## src/rtl/crpc_pkg.sv

```systemverilog
// Package for the command retry / poll controller.
// Holds payload structs, queue entry layout, request and register codes.
// No dependencies.
package crpc_pkg;

    localparam int QUEUE_DEPTH = 16;
    localparam int PTR_W       = $clog2(QUEUE_DEPTH);
    localparam int FILL_W      = $clog2(QUEUE_DEPTH + 1);
    localparam int COUNT_BITS  = 31;
    localparam int CFG_IDX_W   = 3;
    localparam int CFG_DATA_W  = 16;

    // request codes
    localparam logic [2:0] REQ_TICK  = 3'd0;
    localparam logic [2:0] REQ_ENQ   = 3'd1;
    localparam logic [2:0] REQ_REPLY = 3'd2;
    localparam logic [2:0] REQ_START = 3'd3;
    localparam logic [2:0] REQ_STOP  = 3'd4;

    // register indexes
    localparam logic [CFG_IDX_W-1:0] CFG_HOST_ID   = 3'd0;
    localparam logic [CFG_IDX_W-1:0] CFG_DEVICE_ID = 3'd1;
    localparam logic [CFG_IDX_W-1:0] CFG_RESP_TMO  = 3'd2;
    localparam logic [CFG_IDX_W-1:0] CFG_RETRY_DLY = 3'd3;
    localparam logic [CFG_IDX_W-1:0] CFG_POLL_INTV = 3'd4;
    localparam logic [CFG_IDX_W-1:0] CFG_ATTEMPTS  = 3'd5;

    // register reset values
    localparam logic [15:0] RST_RESP_TMO  = 16'd40;
    localparam logic [15:0] RST_RETRY_DLY = 16'd30;
    localparam logic [15:0] RST_POLL_INTV = 16'd10;
    localparam logic [7:0]  RST_ATTEMPTS  = 8'd3;

    typedef enum logic [1:0] {
        PH_STOPPED,
        PH_IDLE,
        PH_WAIT_REPLY,
        PH_RETRY
    } t_phase;

    typedef struct packed {
        logic [2:0]  req_type;
        logic [15:0] cmd_token;
        logic        needs_response;
        logic        reply_ok;
        logic [7:0]  reply_dst;
        logic        reply_is_request;
    } t_item;

    typedef struct packed {
        logic                  send_valid;
        logic [15:0]           send_token;
        logic                  send_is_poll;
        logic                  send_wants_reply;
        logic                  restart_pulse;
        logic                  connected;
        logic [COUNT_BITS-1:0] sent_count;
        logic [COUNT_BITS-1:0] received_count;
        logic [COUNT_BITS-1:0] lost_count;
        logic [FILL_W-1:0]     queue_fill;
        logic                  enqueue_dropped;
    } t_result;

    typedef struct packed {
        logic [7:0]  host_id;
        logic [7:0]  device_id;
        logic [15:0] response_timeout_ms;
        logic [15:0] retry_delay_ms;
        logic [15:0] poll_interval_ms;
        logic [7:0]  attempts_before_restart;
    } t_cfg;

    typedef struct packed {
        logic        poll;
        logic        wants;
        logic [15:0] token;
    } t_entry;

    typedef struct packed {
        logic   push;
        t_entry push_entry;
        logic   pop;
        logic   clear;
    } t_q_ctrl;

    // a zero timer setting acts as one tick
    function automatic logic [15:0] load_timer(input logic [15:0] v);
        return (v == 16'd0) ? 16'd1 : v;
    endfunction

endpackage

```

## src/rtl/crpc_queue.sv

```systemverilog
// Command queue storage: entry registers with tail write and head read.
// Depends on crpc_pkg; fill level is tracked by the controller.
module crpc_queue (
    input  logic             i_clk,
    input  logic             i_rst_n,
    input  crpc_pkg::t_q_ctrl i_ctrl,
    output crpc_pkg::t_entry  o_head
);
    import crpc_pkg::*;

    t_entry           r_store [QUEUE_DEPTH];
    logic [PTR_W-1:0] r_head;
    logic [PTR_W-1:0] r_tail;

    function automatic logic [PTR_W-1:0] ptr_inc(input logic [PTR_W-1:0] p);
        return (p == PTR_W'(QUEUE_DEPTH - 1)) ? '0 : p + 1'b1;
    endfunction

    always_ff @(posedge i_clk) begin
        if (!i_rst_n) begin
            r_head <= '0;
            r_tail <= '0;
        end else if (i_ctrl.clear) begin
            r_head <= '0;
            r_tail <= '0;
        end else begin
            if (i_ctrl.push) begin
                r_tail <= ptr_inc(r_tail);
            end
            if (i_ctrl.pop) begin
                r_head <= ptr_inc(r_head);
            end
        end
    end

    always_ff @(posedge i_clk) begin
        if (i_ctrl.push && !i_ctrl.clear) begin
            r_store[r_tail] <= i_ctrl.push_entry;
        end
    end

    assign o_head = r_store[r_head];

endmodule

```

## src/rtl/crpc_fsm.sv

```systemverilog
// Link controller state machine: phase, timer, loss streak, fill, counters.
// Depends on crpc_pkg; drives crpc_queue and produces one result per event.
module crpc_fsm (
    input  logic              i_clk,
    input  logic              i_rst_n,
    input  logic              i_fire,
    input  crpc_pkg::t_item   i_item,
    input  crpc_pkg::t_cfg    i_cfg,
    input  crpc_pkg::t_entry  i_head,
    output crpc_pkg::t_q_ctrl o_q_ctrl,
    output crpc_pkg::t_result o_result
);
    import crpc_pkg::*;

    t_phase                r_phase, n_phase;
    logic [15:0]           r_timer, n_timer;
    logic                  r_adv, n_adv;
    logic [7:0]            r_streak, n_streak;
    logic [FILL_W-1:0]     r_fill, n_fill;
    logic                  r_link, n_link;
    logic [COUNT_BITS-1:0] r_sent, n_sent;
    logic [COUNT_BITS-1:0] r_recv, n_recv;
    logic [COUNT_BITS-1:0] r_lost, n_lost;

    logic        w_full;
    logic        w_push, w_pop, w_clear, w_send, w_drop, w_restart;
    logic        w_recv_inc, w_lost_inc;
    t_entry      w_new_entry;
    t_entry      w_head;
    logic [FILL_W-1:0] w_fill_push;
    logic        w_reply_valid;

    assign w_full = (r_fill == FILL_W'(QUEUE_DEPTH));
    assign w_reply_valid = i_item.reply_ok && (i_item.reply_dst == i_cfg.host_id)
                           && !i_item.reply_is_request;

    // next state and event decisions
    always_comb begin
        logic send_req;
        n_phase    = r_phase;
        n_timer    = r_timer;
        n_adv      = r_adv;
        n_streak   = r_streak;
        n_link     = r_link;
        w_push     = 1'b0;
        w_pop      = 1'b0;
        w_clear    = 1'b0;
        w_send     = 1'b0;
        w_drop     = 1'b0;
        w_restart  = 1'b0;
        w_recv_inc = 1'b0;
        w_lost_inc = 1'b0;
        w_new_entry = '0;
        send_req   = 1'b0;

        case (i_item.req_type)
            REQ_TICK: begin
                case (r_phase)
                    PH_IDLE: begin
                        if (r_adv) begin
                            n_adv = 1'b0;
                            if (r_fill != '0) begin
                                send_req = 1'b1;
                            end else begin
                                n_timer = load_timer(i_cfg.poll_interval_ms);
                            end
                        end else if (r_timer <= 16'd1) begin
                            n_timer = '0;
                            if (!w_full) begin
                                w_push = 1'b1;
                                w_new_entry.poll  = 1'b1;
                                w_new_entry.wants = 1'b1;
                                n_adv = 1'b1;
                            end else begin
                                n_timer = load_timer(i_cfg.poll_interval_ms);
                            end
                        end else begin
                            n_timer = r_timer - 1'b1;
                        end
                    end
                    PH_WAIT_REPLY: begin
                        if (r_timer <= 16'd1) begin
                            w_lost_inc = 1'b1;
                            n_streak = r_streak + 1'b1;
                            if (n_streak >= i_cfg.attempts_before_restart) begin
                                n_streak  = '0;
                                n_link    = 1'b0;
                                w_restart = 1'b1;
                            end
                            n_phase = PH_RETRY;
                            n_timer = load_timer(i_cfg.retry_delay_ms);
                        end else begin
                            n_timer = r_timer - 1'b1;
                        end
                    end
                    PH_RETRY: begin
                        if (r_timer <= 16'd1) begin
                            n_timer = '0;
                            n_phase = PH_IDLE;
                            if (r_fill == '0) begin
                                n_adv   = 1'b0;
                                n_timer = load_timer(i_cfg.poll_interval_ms);
                            end else begin
                                n_adv = 1'b1;
                            end
                        end else begin
                            n_timer = r_timer - 1'b1;
                        end
                    end
                    default: begin
                    end
                endcase
            end
            REQ_ENQ: begin
                w_new_entry.token = i_item.cmd_token;
                w_new_entry.wants = i_item.needs_response;
                if (w_full) begin
                    w_drop = 1'b1;
                end else begin
                    w_push = 1'b1;
                end
                if (r_phase == PH_IDLE) begin
                    send_req = 1'b1;
                end
            end
            REQ_REPLY: begin
                if (w_reply_valid) begin
                    w_recv_inc = 1'b1;
                    if (r_phase == PH_WAIT_REPLY) begin
                        n_link   = 1'b1;
                        n_streak = '0;
                        w_pop    = 1'b1;
                        n_timer  = '0;
                        n_phase  = PH_IDLE;
                        n_adv    = 1'b1;
                    end
                end
            end
            REQ_START: begin
                if (r_phase == PH_STOPPED) begin
                    n_phase = PH_IDLE;
                    if (r_fill == '0) begin
                        n_adv   = 1'b0;
                        n_timer = load_timer(i_cfg.poll_interval_ms);
                    end else begin
                        n_adv = 1'b1;
                    end
                end
            end
            REQ_STOP: begin
                n_phase = PH_STOPPED;
                w_clear = 1'b1;
                n_timer = '0;
                n_adv   = 1'b0;
                n_link  = 1'b0;
            end
            default: begin
            end
        endcase

        // send the head: a just-pushed entry is the head when the queue was empty
        w_fill_push = r_fill + FILL_W'(w_push);
        w_head      = (r_fill == '0) ? w_new_entry : i_head;
        if (send_req && (w_fill_push != '0)) begin
            w_send = 1'b1;
            n_adv  = 1'b0;
            if (w_head.wants) begin
                n_phase = PH_WAIT_REPLY;
                n_timer = load_timer(i_cfg.response_timeout_ms);
            end else begin
                w_pop   = 1'b1;
                n_phase = PH_IDLE;
                n_adv   = 1'b1;
            end
        end
    end

    // outputs, queue control and counters
    always_comb begin
        n_sent = w_send     ? r_sent + 1'b1 : r_sent;
        n_recv = w_recv_inc ? r_recv + 1'b1 : r_recv;
        n_lost = w_lost_inc ? r_lost + 1'b1 : r_lost;
        n_fill = w_clear ? '0 : w_fill_push - FILL_W'(w_pop);

        o_q_ctrl.push       = i_fire && w_push;
        o_q_ctrl.push_entry = w_new_entry;
        o_q_ctrl.pop        = i_fire && w_pop;
        o_q_ctrl.clear      = i_fire && w_clear;

        o_result = '0;
        if (w_send) begin
            o_result.send_valid       = 1'b1;
            o_result.send_token       = w_head.token;
            o_result.send_is_poll     = w_head.poll;
            o_result.send_wants_reply = w_head.wants;
        end
        o_result.restart_pulse   = w_restart;
        o_result.connected       = n_link;
        o_result.sent_count      = n_sent;
        o_result.received_count  = n_recv;
        o_result.lost_count      = n_lost;
        o_result.queue_fill      = n_fill;
        o_result.enqueue_dropped = w_drop;
    end

    always_ff @(posedge i_clk) begin
        if (!i_rst_n) begin
            r_phase  <= PH_STOPPED;
            r_timer  <= '0;
            r_adv    <= 1'b0;
            r_streak <= '0;
            r_fill   <= '0;
            r_link   <= 1'b0;
            r_sent   <= '0;
            r_recv   <= '0;
            r_lost   <= '0;
        end else if (i_fire) begin
            r_phase  <= n_phase;
            r_timer  <= n_timer;
            r_adv    <= n_adv;
            r_streak <= n_streak;
            r_fill   <= n_fill;
            r_link   <= n_link;
            r_sent   <= n_sent;
            r_recv   <= n_recv;
            r_lost   <= n_lost;
        end
    end

    a_fill_bound: assert property (@(posedge i_clk) disable iff (!i_rst_n)
        r_fill <= FILL_W'(QUEUE_DEPTH))
        else $error("queue fill above depth");

    a_send_has_entry: assert property (@(posedge i_clk) disable iff (!i_rst_n)
        (i_fire && w_send) |-> (w_fill_push != '0))
        else $error("send from empty queue");

    a_restart_drops_link: assert property (@(posedge i_clk) disable iff (!i_rst_n)
        (i_fire && w_restart) |=> (!r_link && r_phase == PH_RETRY))
        else $error("restart did not drop link");

    a_stop_clears: assert property (@(posedge i_clk) disable iff (!i_rst_n)
        (i_fire && i_item.req_type == REQ_STOP) |=>
            (r_fill == '0 && r_phase == PH_STOPPED && !r_adv))
        else $error("stop did not clear state");

endmodule

```

## src/rtl/command_retry_poll_controller_top.sv

```systemverilog
// Top level of the command retry / poll controller.
// Depends on crpc_pkg, crpc_queue and crpc_fsm.
//
// Usage:
//   Input channel (i_in_valid / i_in_data / o_in_stall) carries one event
//   per transaction: a 1 ms tick, a command enqueue, an arrived reply, start
//   or stop. Output channel (o_out_valid / o_out_data / i_out_stall) returns
//   exactly one result transaction per event: the command sent (if any),
//   restart pulse, connected flag, counters, queue fill and drop flag.
//   Configuration registers are written through i_cfg_we / i_cfg_index /
//   i_cfg_wdata while no event is in flight; writes take effect at once.
//
// Flow:
//   An accepted event is held in the input register, then the controller
//   state updates and the result is registered in the output register.
//   One event is processed every cycle while the output is not stalled.
//
// Reset: phase stopped, queue empty, link down, counters zero, registers at
//   their defaults. Queue entries are not cleared.
// Stall: a waiting result holds the output register; one more event is
//   taken into the input register, then o_in_stall rises until the output
//   is taken.
module command_retry_poll_controller_top (
    input  logic                                i_clk,
    input  logic                                i_rst_n,
    input  logic                                i_in_valid,
    input  crpc_pkg::t_item                     i_in_data,
    output logic                                o_in_stall,
    output logic                                o_out_valid,
    output crpc_pkg::t_result                   o_out_data,
    input  logic                                i_out_stall,
    input  logic                                i_cfg_we,
    input  logic [crpc_pkg::CFG_IDX_W-1:0]      i_cfg_index,
    input  logic [crpc_pkg::CFG_DATA_W-1:0]     i_cfg_wdata
);
    import crpc_pkg::*;

    t_cfg    r_cfg;
    logic    r_in_valid;
    t_item   r_in_data;
    logic    r_out_valid;
    t_result r_out_data;

    logic    w_adv;
    logic    w_fire;
    t_q_ctrl w_q_ctrl;
    t_entry  w_head;
    t_result w_result;

    // advance the event stage when the output register is free or being taken
    assign w_adv      = !r_out_valid || !i_out_stall;
    assign w_fire     = r_in_valid && w_adv;
    assign o_in_stall = r_in_valid && !w_adv;

    // configuration registers
    always_ff @(posedge i_clk) begin
        if (!i_rst_n) begin
            r_cfg.host_id                 <= '0;
            r_cfg.device_id               <= '0;
            r_cfg.response_timeout_ms     <= RST_RESP_TMO;
            r_cfg.retry_delay_ms          <= RST_RETRY_DLY;
            r_cfg.poll_interval_ms        <= RST_POLL_INTV;
            r_cfg.attempts_before_restart <= RST_ATTEMPTS;
        end else if (i_cfg_we) begin
            case (i_cfg_index)
                CFG_HOST_ID:   r_cfg.host_id                 <= i_cfg_wdata[7:0];
                CFG_DEVICE_ID: r_cfg.device_id               <= i_cfg_wdata[7:0];
                CFG_RESP_TMO:  r_cfg.response_timeout_ms     <= i_cfg_wdata;
                CFG_RETRY_DLY: r_cfg.retry_delay_ms          <= i_cfg_wdata;
                CFG_POLL_INTV: r_cfg.poll_interval_ms        <= i_cfg_wdata;
                CFG_ATTEMPTS:  r_cfg.attempts_before_restart <= i_cfg_wdata[7:0];
                default: begin
                end
            endcase
        end
    end

    // input register: hold while stalled, load on each accepted transaction
    always_ff @(posedge i_clk) begin
        if (!i_rst_n) begin
            r_in_valid <= 1'b0;
        end else if (!o_in_stall) begin
            r_in_valid <= i_in_valid;
        end
    end

    always_ff @(posedge i_clk) begin
        if (i_in_valid && !o_in_stall) begin
            r_in_data <= i_in_data;
        end
    end

    crpc_queue u_queue (
        .i_clk   (i_clk),
        .i_rst_n (i_rst_n),
        .i_ctrl  (w_q_ctrl),
        .o_head  (w_head)
    );

    crpc_fsm u_fsm (
        .i_clk    (i_clk),
        .i_rst_n  (i_rst_n),
        .i_fire   (w_fire),
        .i_item   (r_in_data),
        .i_cfg    (r_cfg),
        .i_head   (w_head),
        .o_q_ctrl (w_q_ctrl),
        .o_result (w_result)
    );

    // result register: drop valid once taken, capture each processed event
    always_ff @(posedge i_clk) begin
        if (!i_rst_n) begin
            r_out_valid <= 1'b0;
        end else if (w_adv) begin
            r_out_valid <= r_in_valid;
        end
    end

    always_ff @(posedge i_clk) begin
        if (w_fire) begin
            r_out_data <= w_result;
        end
    end

    assign o_out_valid = r_out_valid;
    assign o_out_data  = r_out_data;

endmodule

```

## config.mk

```make
export PLATFORM = sky130hd
export DESIGN_NAME = command_retry_poll_controller_top
export DESIGN_NICKNAME = d
export VERILOG_FILES = /design/src/rtl/crpc_pkg.sv /design/src/rtl/crpc_queue.sv /design/src/rtl/crpc_fsm.sv /design/src/rtl/command_retry_poll_controller_top.sv
export SDC_FILE = /design/constraint.sdc
export NUM_CORES = 1
export LEC_CHECK = 0
export BUFFER_PORTS_ARGS = -buffer_cell sky130_fd_sc_hd__buf_2
export CAP_MARGIN = 20
export CORE_ASPECT_RATIO = 0.8
export CORE_MARGIN = 4
export CORE_UTILIZATION = 65
export DETAILED_ROUTE_END_ITERATION = 6
export MAX_ROUTING_LAYER = met4
export PLACE_DENSITY = 0.85
export SETUP_SLACK_MARGIN = 0.02
export SYNTH_ARGS = -nofsm -noshare
export SYNTH_HDL_FRONTEND = slang
export SYNTH_SLANG_ARGS = --single-unit
```

## constraint.sdc

```tcl
create_clock -name i_clk -period 11.9 [get_ports i_clk]
set_input_delay 2.38 -clock i_clk [delete_from_list [all_inputs] [get_ports i_clk]]
set_output_delay 2.38 -clock i_clk [all_outputs]
set_load 0.1 [all_outputs]
```

==> results.txt <==
----------------------------------------------------
[Worst setup path]
  Required time worst endpoint ... 12.43 ns
  Data arrival time at the worst-slack endpoint ... 7.12 ns
  Launch point of the worst path ... u_fsm.r_phase[0]$_SDFFE_PN0P_
  End of the worst register-to-register path ... u_fsm.r_fill[2]$_SDFFE_PN0P_
  Endpoint type of the worst setup path ... register
  Reg-to-Reg Start ... u_fsm.r_phase[0]$_SDFFE_PN0P_
  Crit-path max FO ... 28
  Number of cells on the worst reg-to-reg path ... 21
  Element type at the critical path start ... register
  Reg2Reg Setup Slack ... 5.31 ns
  Critical path type ... register to register
  Worst setup path endpoint ... u_fsm.r_fill[2]$_SDFFE_PN0P_

[Drt]
  Count of antenna-violating nets left after detailed routing ... 0
  Wire length after detailed routing ... 71,600 um
  Total number of vias ... 19,600
  Number of remaining DRC errors ... 0
  Wirelength per Cell ... 23.9 um
  First drt pass iteration count ... 7
  Average via count per standard cell ... about 6.5
  Detailed router's first-iteration violation count ... 2,497

[Run]
  Max-cap viol count ... 0

[Yosys]
  Post-Synth Adder-Cell Area ... 0.0103
  Share of synthesized flip-flops with an asynchronous set or reset ... 0
  Number of warning messages in the yosys log ... 0
  Netlist area before placement ... 27,900 um2
  Cell with the most instances after synthesis ... edfxtp_1
  Synthesized area divided by synthesized cell count ... 12.4 um2
  Combinational family with the most area after synthesis ... simple AND/OR/NAND/NOR gates
  Register bit total from synthesis ... 642
  Net count after synthesis ... 2,319
  Synth top area cells ... edfxtp_1, dfxtp_1, mux4_2
  Most frequently used flop master after synthesis ... edfxtp_1
  Complex-gate fraction of the synthesized area ... 0.0665
  Simple-gate area share of the yosys netlist ... 0.145
  Area share of xor/xnor cells in the synthesized design ... 0.0594
  Post-synthesis cell count ... 2,242
  Cell types with the highest counts after synthesis ... edfxtp_1, nand2_1, dfxtp_1, nor2_1, a21oi_1
  Share of synthesized area occupied by flip-flops and latches ... 0.619
  Share of the synthesized area in the top cell type ... 0.472
  Share of cell area taken by muxes after synthesis ... 0.0752
  Cell type contributing the most total cell area after synthesis ... edfxtp_1
  Unique cell type count in the Yosys netlist ... 91
  Number of enable-type register cells in the synthesized netlist ... approximately 440

[Clocking]
  Number of buffers added to fix hold violations after cts ... 0
  Setup Buffers After CTS ... 0
  Reg clk slew, reported paths ... about 0.06 ns
  Clock root buffer master ... clkbuf_16
  Number of levels in the clock H-tree ... 2
  Resized Gates After CTS ... 0
  Clock tree from TritonCTS ... done
  Worst-skew pair later-pin latency ... 0.62 ns
  Clk sinks ... 642
  Num CTS Buffers ... 58
  Maximum buffer depth of the clock tree ... 3

[Die]
  Number of cell rows ... between 60 and 70
  Chip height ... 193 um
  Initial standard-cell utilization of the core ... 0.662
  Total Die Area ... around 46,000 um2
  Number of top-level design ports ... 176
  Core area ... about 42,000 um2
  Die Width ... about 240 um

[Place]
  Detailed placement HPWL ... 45,500 um
  GP Congestion ... 0.990
  Total of buffers placed on input and output ports ... ~180
  Worst slack at placement ... 5.37 ns

[STA]
  Worst Hold Margin ... 0.459 ns
  Pins over their slew limit ... 0
  Worst slew margin relative to its limit ... 0.247
  Worst Max-Slew Pin Slew ... 1.12 ns
  Setup Total Neg Slack ... 0 ns
  Timing-limited maximum frequency ... 0.152 GHz
  Min cycle time layout ... 6.59 ns
  Endpoints failing setup ... 0
  Post-route setup slack ... 5.31 ns
  Unrepaired setup endpoints after global routing ... false
  Hold violation count in the final report ... 0
  Period utilization ... 0.553
  Worst-case clock skew ... around 0.024 ns

[Power]
  Static leakage ... 10.6 nW
  Pwr Density ... between 100 and 150 nW/um2
  Worst IR Drop VDD ... between 0.1 and 0.15 mV
  Total power ... 4.57 mW

[Hold path]
  Number of instances on the worst hold path ... 2
  Worst min path class ... register to register

[Finish]
  Fraction of final layout cells sized beyond drive strength 1 ... 0.177
  Number of fillers in the final layout ... 2,630
  Fin nets ... 2,467
  Area growth, synth to finish ... 11.6%

[Global route]
  Largest net degree at the start of global routing ... between 90 and 100
  Total congestion overflow ... 0
  Number of antenna violations at the first check in global routing ... 1
  Number of global-route vias before repair ... 18,600
  Global-route wire length before repair ... ~110,000 um
  Total global routing track utilization ... 0.317

[Status]
  Run status ... completed

----------------------------------------------------
-- report_power, final --
group,internal [mW],total (mW),switching (mW)
logic,0.0527,0.311,0.259
registers,2.40,2.43,0.0217
clock network,1.02,1.83,0.812
-- kinds of logic (layout without fill, tap and decap cells) --
logic type | after synthesis | after routing
AOI/OAI and AO/OA | 296 | 296
xor gates and xnor gates | 189 | 189
adders and majority gates | 23 | 23
buffers and inverters | 166 | 364
DFF | 642 | 642
muxes | 100 | 100
other | 0 | 1
and+or+nand+nor | 826 | 826
-- registers in the layout (all words and copies together) (netlist names), named ones only --
| name | flops |
|---|---|
| u_queue.r_store | 288 |
| u_fsm.r_fill | 5 |
| u_queue.r_tail | 4 |
| u_fsm.r_sent | 31 |
| u_fsm.r_phase | 2 |
| r_in_valid | 1 |
| o_out_valid | 1 |
| r_in_data | 30 |
| u_fsm.r_link | 1 |
| u_queue.r_head | 4 |
| u_fsm.r_adv | 1 |
| u_fsm.r_recv | 31 |
| r_cfg | 64 |
| o_out_data | 120 |
| u_fsm.r_streak | 8 |
| u_fsm.r_timer | 16 |
| u_fsm.r_lost | 31 |
-- placed cells by master, fill, tap and decap left out, types with 11 or more instances in the layout --
cell type | synthesis | layout
clkbuf_1 | 78 | 13
o21ai_0 | 55 | 55
a21oi_1 | 127 | 127
and2_1 | 26 | 26
a31oi_1 | 11 | 11
or3_1 | 23 | 23
nor2_1 | 195 | 194
inv_1 | 40 | 39
nand4_1 | 31 | 31
clkbuf_16 | 0 | 61
nand3_1 | 68 | 68
nand2_1 | 292 | 291
xnor2_1 | 106 | 106
nand2b_1 | 13 | 13
mux4_2 | 87 | 87
ha_1 | 23 | 23
edfxtp_1 | 438 | 438
nor3_1 | 61 | 56
buf_2 | 19 | 176
xor2_1 | 83 | 83
buf_4 | 5 | 33
nor4_1 | 28 | 28
and3_1 | 21 | 21
clkinv_1 | 0 | 14
dfxtp_1 | 204 | 202
-- per-layer routing --
layer	routed length, um	track usage	up-vias	share of wire
li1	-	-	8540	-
met1	28700	0.452	9590	0.40
met2	33100	0.480	1267	0.46
met3	7560	0.0512	190	0.11
met4	2280	0.0966	0	0.032
met5	0	-	-	0
-- worst max-delay path, cell delays in order, from the launching register on --
cell and delay [ns]:
dfxtp_1 0.93, or3b_2 0.56, a211oi_1 0.26, and3_1 0.60, or2_2 0.24, ha_1 0.23
ha_1 0.32, nand2_1 0.10, o31ai_1 0.38, nand3_1 0.16, nand2_1 0.48, buf_16 0.23
inv_2 0.10, a21oi_1 0.43, inv_1 0.20, ha_1 0.29, ha_1 0.24, xor2_1 0.17
xnor2_1 0.14, nor2_1 0.15, nand2_1 0.08, a21oi_1 0.18
-- area by class of cell --
| type | count | area (um2) | area share |
|---|---|---|---|
| Antenna cell | 1 | 2.50 | 0.0000804 |
| Clock buffer | 81 | 1670 | 0.0537 |
| Clock inverter | 29 | 191 | 0.00615 |
| Inverter | 43 | 171 | 0.00551 |
| Multi-Input combinational cell | 1434 | 9960 | 0.320 |
| Sequential cell | 642 | 17200 | 0.554 |
| Tap cell | 552 | 691 | 0.0222 |
| Timing Repair Buffer | 211 | 1180 | 0.0378 |
-- how the worst min path moves through the flow --
stage,start,slack (ns),end
floorplan,u_fsm.r_streak[7]$_SDFFE_PN0P_,0.43,u_fsm.r_streak[7]$_SDFFE_PN0P_
CTS,r_cfg[2]$_SDFFE_PN0P_,0.46,r_cfg[2]$_SDFFE_PN0P_
detailed placement,r_cfg[2]$_SDFFE_PN0P_,0.45,r_cfg[2]$_SDFFE_PN0P_
finish,r_cfg[2]$_SDFFE_PN0P_,0.46,r_cfg[2]$_SDFFE_PN0P_
global route,r_cfg[5]$_SDFFE_PN0P_,0.48,r_cfg[5]$_SDFFE_PN0P_
global placement,u_fsm.r_streak[7]$_SDFFE_PN0P_,0.44,u_fsm.r_streak[7]$_SDFFE_PN0P_
-- metrics by stage --
step | util | std cells | cell area (um2)
after floorplan | - | 2242 | 27900
after global placement | 0.693 | 2878 | 29200
after detailed placement | 0.693 | 2878 | 29200
after CTS | 0.738 | 2988 | 31000
after global routing | 0.739 | 2993 | 31100
final | 0.739 | 2993 | 31100
(Power assumes the default switching activity.)
